[src/hdl/i2cadc_pkg.sv]
package i2cadc_pkg;

   // Sample storage geometry
   localparam int MAX_CHANNELS      = 6;
   localparam int SAMPLE_BYTE_COUNT = 2 * MAX_CHANNELS;
   localparam int PTR_W             = $clog2(SAMPLE_BYTE_COUNT + 1);
   localparam int SLOT_W            = (MAX_CHANNELS > 1) ? $clog2(MAX_CHANNELS) : 1;

   // Fixed field widths
   localparam int KIND_W   = 3;
   localparam int BYTE_W   = 8;
   localparam int SLOT_IN_W = 3;
   localparam int SAMPLE_W = 16;
   localparam int ACT_CH_W = 3;
   localparam int CSR_IDX_W = 1;

   localparam logic [BYTE_W-1:0]   INVALID_REG_BYTE = 8'hFF;
   localparam logic [ACT_CH_W-1:0] ACTIVE_CH_RESET  = 3'd6;

   // Bus event codes
   typedef enum logic [KIND_W-1:0] {
      KIND_ADDR_MATCH = 3'd0,
      KIND_RX_BYTE    = 3'd1,
      KIND_TX_EMPTY   = 3'd2,
      KIND_STOP       = 3'd3,
      KIND_SAMPLE     = 3'd4
   } kind_type;

   // Configuration register indexes
   typedef enum logic [CSR_IDX_W-1:0] {
      CSR_CONFIG_REG_ADDRESS = 1'b0,
      CSR_ACTIVE_CHANNELS    = 1'b1
   } csr_index_type;

   // Sample store write request
   typedef struct packed {
      logic                en;
      logic [SLOT_W-1:0]   slot;
      logic [SAMPLE_W-1:0] value;
   } sample_wr_type;

endpackage

[src/hdl/i2cadc_sample_store.sv]
module i2cadc_sample_store
   import i2cadc_pkg::*;
(
   input  logic               clock,
   input  logic               reset,
   input  sample_wr_type      wr,
   input  logic [PTR_W-1:0]   rd_ptr,
   output logic [BYTE_W-1:0]  rd_byte
);

   // One 16-bit word per channel slot, MSB byte at the even byte address
   logic [SAMPLE_W-1:0] slot_ff [MAX_CHANNELS];
   logic [SAMPLE_W-1:0] rd_word;

   always_ff @(posedge clock) begin
      if (reset) begin
         for (int i = 0; i < MAX_CHANNELS; i++) begin
            slot_ff[i] <= '0;
         end
      end else if (wr.en) begin
         slot_ff[wr.slot] <= wr.value;
      end
   end

   // Byte read: caller keeps rd_ptr below the stored byte count
   assign rd_word = slot_ff[SLOT_W'(rd_ptr >> 1)];
   assign rd_byte = rd_ptr[0] ? rd_word[BYTE_W-1:0] : rd_word[SAMPLE_W-1:BYTE_W];

endmodule

[config.mk]
export PLATFORM = sky130hd
export DESIGN_NAME = i2cadc_sample_store
export DESIGN_NICKNAME = d
export VERILOG_FILES = /design/src/hdl/i2cadc_pkg.sv /design/src/hdl/i2cadc_sample_store.sv
export SDC_FILE = /design/constraint.sdc
export NUM_CORES = 1
export LEC_CHECK = 0
export BUFFER_PORTS_ARGS = -buffer_cell sky130_fd_sc_hd__buf_4
export CAP_MARGIN = 25
export CORE_MARGIN = 4
export CORE_UTILIZATION = 54
export DETAILED_ROUTE_END_ITERATION = 6
export PLACE_DENSITY = 0.83
export SETUP_SLACK_MARGIN = 0.15
export SLEW_MARGIN = 20
export SYNTH_ARGS = -nofsm -noshare
export SYNTH_HDL_FRONTEND = slang
export SYNTH_SLANG_ARGS = --single-unit
[constraint.sdc]
create_clock -name clock -period 2.09 [get_ports clock]
set_clock_uncertainty 0.15 [all_clocks]
set_input_delay 0.1045 -clock clock [delete_from_list [all_inputs] [get_ports clock]]
set_output_delay 0.1045 -clock clock [all_outputs]
set_load 0.02 [all_outputs]
==> flow_summary.ini <==
[outcome]
status = finished, violations left
violations = setup timing

[routing]
detail_route.wl_per_cell_um = 24.4
vias = 3351
detail-route-antenna-nets = 0
drc = 0
firstDrtPassIters = 5
wl_mm = 13.5
drtIter0Drc = 377
vias_per_cell = 6.06

[timing]
final-hold-violation-count = 0
timing.hold.ws_ns = 0.0720
rsz0062_at_grt = yes
fmax_mhz = 467
setup_viol = 5
worst_slew_pin_slew_ns = 0.594
period_share_pct = 103
fin_ws_ns = -0.0527
max_slew_margin_pct = 60.4
slew_viol_final = 0
finalSetupTns_ns = -0.147
min_period_ns = 2.14

[global_route]
grt_pass1_wl_mm = 20.6
grt_antenna_before_repair = 0
grt_use_met3_pct = 5.92
use_met1_pct = 28.2
grtUsageTotal_pct = 25.0
grt_use_met2_pct = 44.2
top_usage_layer = met2
gr-total-overflow = 0
grt_max_degree = 33
grt_pass1_vias = 3561

[floorplanning]
die_h_um = 109
die-area_mm2 = 0.0118
core_area_mm2 = 0.00982
initial_core_util_pct = 55.9
die-width_um = 109
rows = 36
ios = 34

[critical_path]
cp_slowest_cell = mux4_2
crit_arrival_ns = 1.89
endpoint_kind = output port
crit_family = multiplexers
cp_max_fo = 1
start_kind = flip-flop
worstPathCellList = mux4_2 > a22oi_2 > nand2_1 > buf_6
crit_type = flip-flop to output port
path_buf_inv = 1
worstPathRequired_ns = 1.84
startpoint = slot_ff[3][12]
slowest_delay_ns = 0.51

[pwr]
p_leak_nw = 2.39
power.density_mw_per_mm2 = 953
power.total_mw = 6.43
ir_worst_vdd_v = 0.000486

[synth]
syn_area_per_cell_um2 = 16.3
synth_area_mm2 = 0.00549
syn_nets = 363
ys_seq_area_share_pct = 70.0
yosys_warnings = 0
syn_inst = 337
ys_types = 20
synth-seq-cells = 128

[layout]
area_growth_pct = 22.9
n_antenna_cell = 0
nets = 433
drive_above_1_share_pct = 28.6
fin_util_pct = 68.7
reg.largest.list = slot_ff: 128 flops
largest_register = slot_ff
largest_register_ff_count = 128
fillerInstances = 592
final_common_cell = edfxtp_1
final_cell_mix = 128 x edfxtp_1, 68 x nor2_1, 41 x buf_4

[clocking]
cts_sinks = 128
cts_setup_buffers = 0
cts_tree = built
numCtsBuffers = 17
path_clk_slew_ns = 0.06
clk_path_buf_depth = 2
clock-root-buffer = clkbuf_8
htreeDepth = 4

[hold_path]
hp-class = input pin to flip-flop
hold_start = wr[16]

[placement]
portBuffers = 33
dp_hpwl_mm = 7.55
globalplace.congestion = 0.773

[run]
cap_viol_max_count = 0
-- report_power, final --
part | total (mW) | switching (mW) | internal [mW]
combinational | 0.529 | 0.280 | 0.249
clock | 2.89 | 1.08 | 1.81
sequential | 3.01 | 0.0461 | 2.96
total | 6.43 | 1.41 | 5.02
-- path summary, 6_finish.rpt --
kind,endpoint,depth (start not counted)
worst min-delay path,slot_ff[7][0],4
worst max-delay path,rd_byte[4],4
-- worst min-delay path, cell delays in order --
cell	delay (ns)
buf_4	0.12
nand2_1	0.05
nor2_1	0.03
buf_4	0.22
-- area by class of cell --
| type | count | area, µm² | share of cell area, % |
|---|---|---|---|
| Sequential cell | 128 | 3840 | 57.0 |
| Multi-Input combinational cell | 175 | 1460 | 21.7 |
| Timing Repair Buffer | 68 | 627 | 9.29 |
| Clock buffer | 18 | 418 | 6.19 |
| Clock inverter | 14 | 166 | 2.47 |
| Tap cell | 133 | 166 | 2.47 |
| Inverter | 17 | 63.8 | 0.946 |
-- stage by stage --
step	worst slack, ns	cell area (µm²)	cells
floorplan	0.0655	5490	337
global placement	0.350	5980	505
detailed placement	0.314	5980	505
CTS	-0.0522	6730	553
global route	-0.0846	6750	553
finish	-0.0527	6750	553
-- kinds of logic (layout without fill, tap and decap cells) --
group                  after synthesis  in the layout  synth area share (%)
buffers and inverters               34            117                  3.30
AO/OA/AOI/OAI                       17             17                  2.37
flip-flops                         128            128                  70.0
AND/OR/NAND/NOR                    126            126                  10.1
multiplexers                        32             32                  14.2
-- routing by layer --
metal / part of all wire, % / vias up
li1: - / 1406
met1: 34 / 1697
met2: 54 / 207
met3: 7.6 / 41
met4: 3.9 / 0
met5: 0 / -
-- synthesized netlist by cell type (all sizes together) --
master | n | area, µm²
a22oi | 16 | 120
a41o | 1 | 10.0
and2 | 17 | 106
and2b | 1 | 7.51
buf | 11 | 76.3
clkbuf | 3 | 11.3
clkdlybuf4s25 | 3 | 30.0
edfxtp | 128 | 3840
inv | 17 | 63.8
mux4 | 32 | 781
nand2 | 26 | 97.6
nand2b | 5 | 31.3
nand3 | 4 | 20.0
nor2 | 68 | 255
nor2b | 3 | 18.8
nor3b | 1 | 12.5
or2 | 1 | 6.26
-- timing repair --
item,4_1_cts,5_1_grt
hold endpoints to repair,128,0
hold buffers,16,0
pin swaps,13,5
endpoints found under the setup margin,8,8
resized for setup,22,5
No activity file was read; power rests on OpenSTA's default activity.
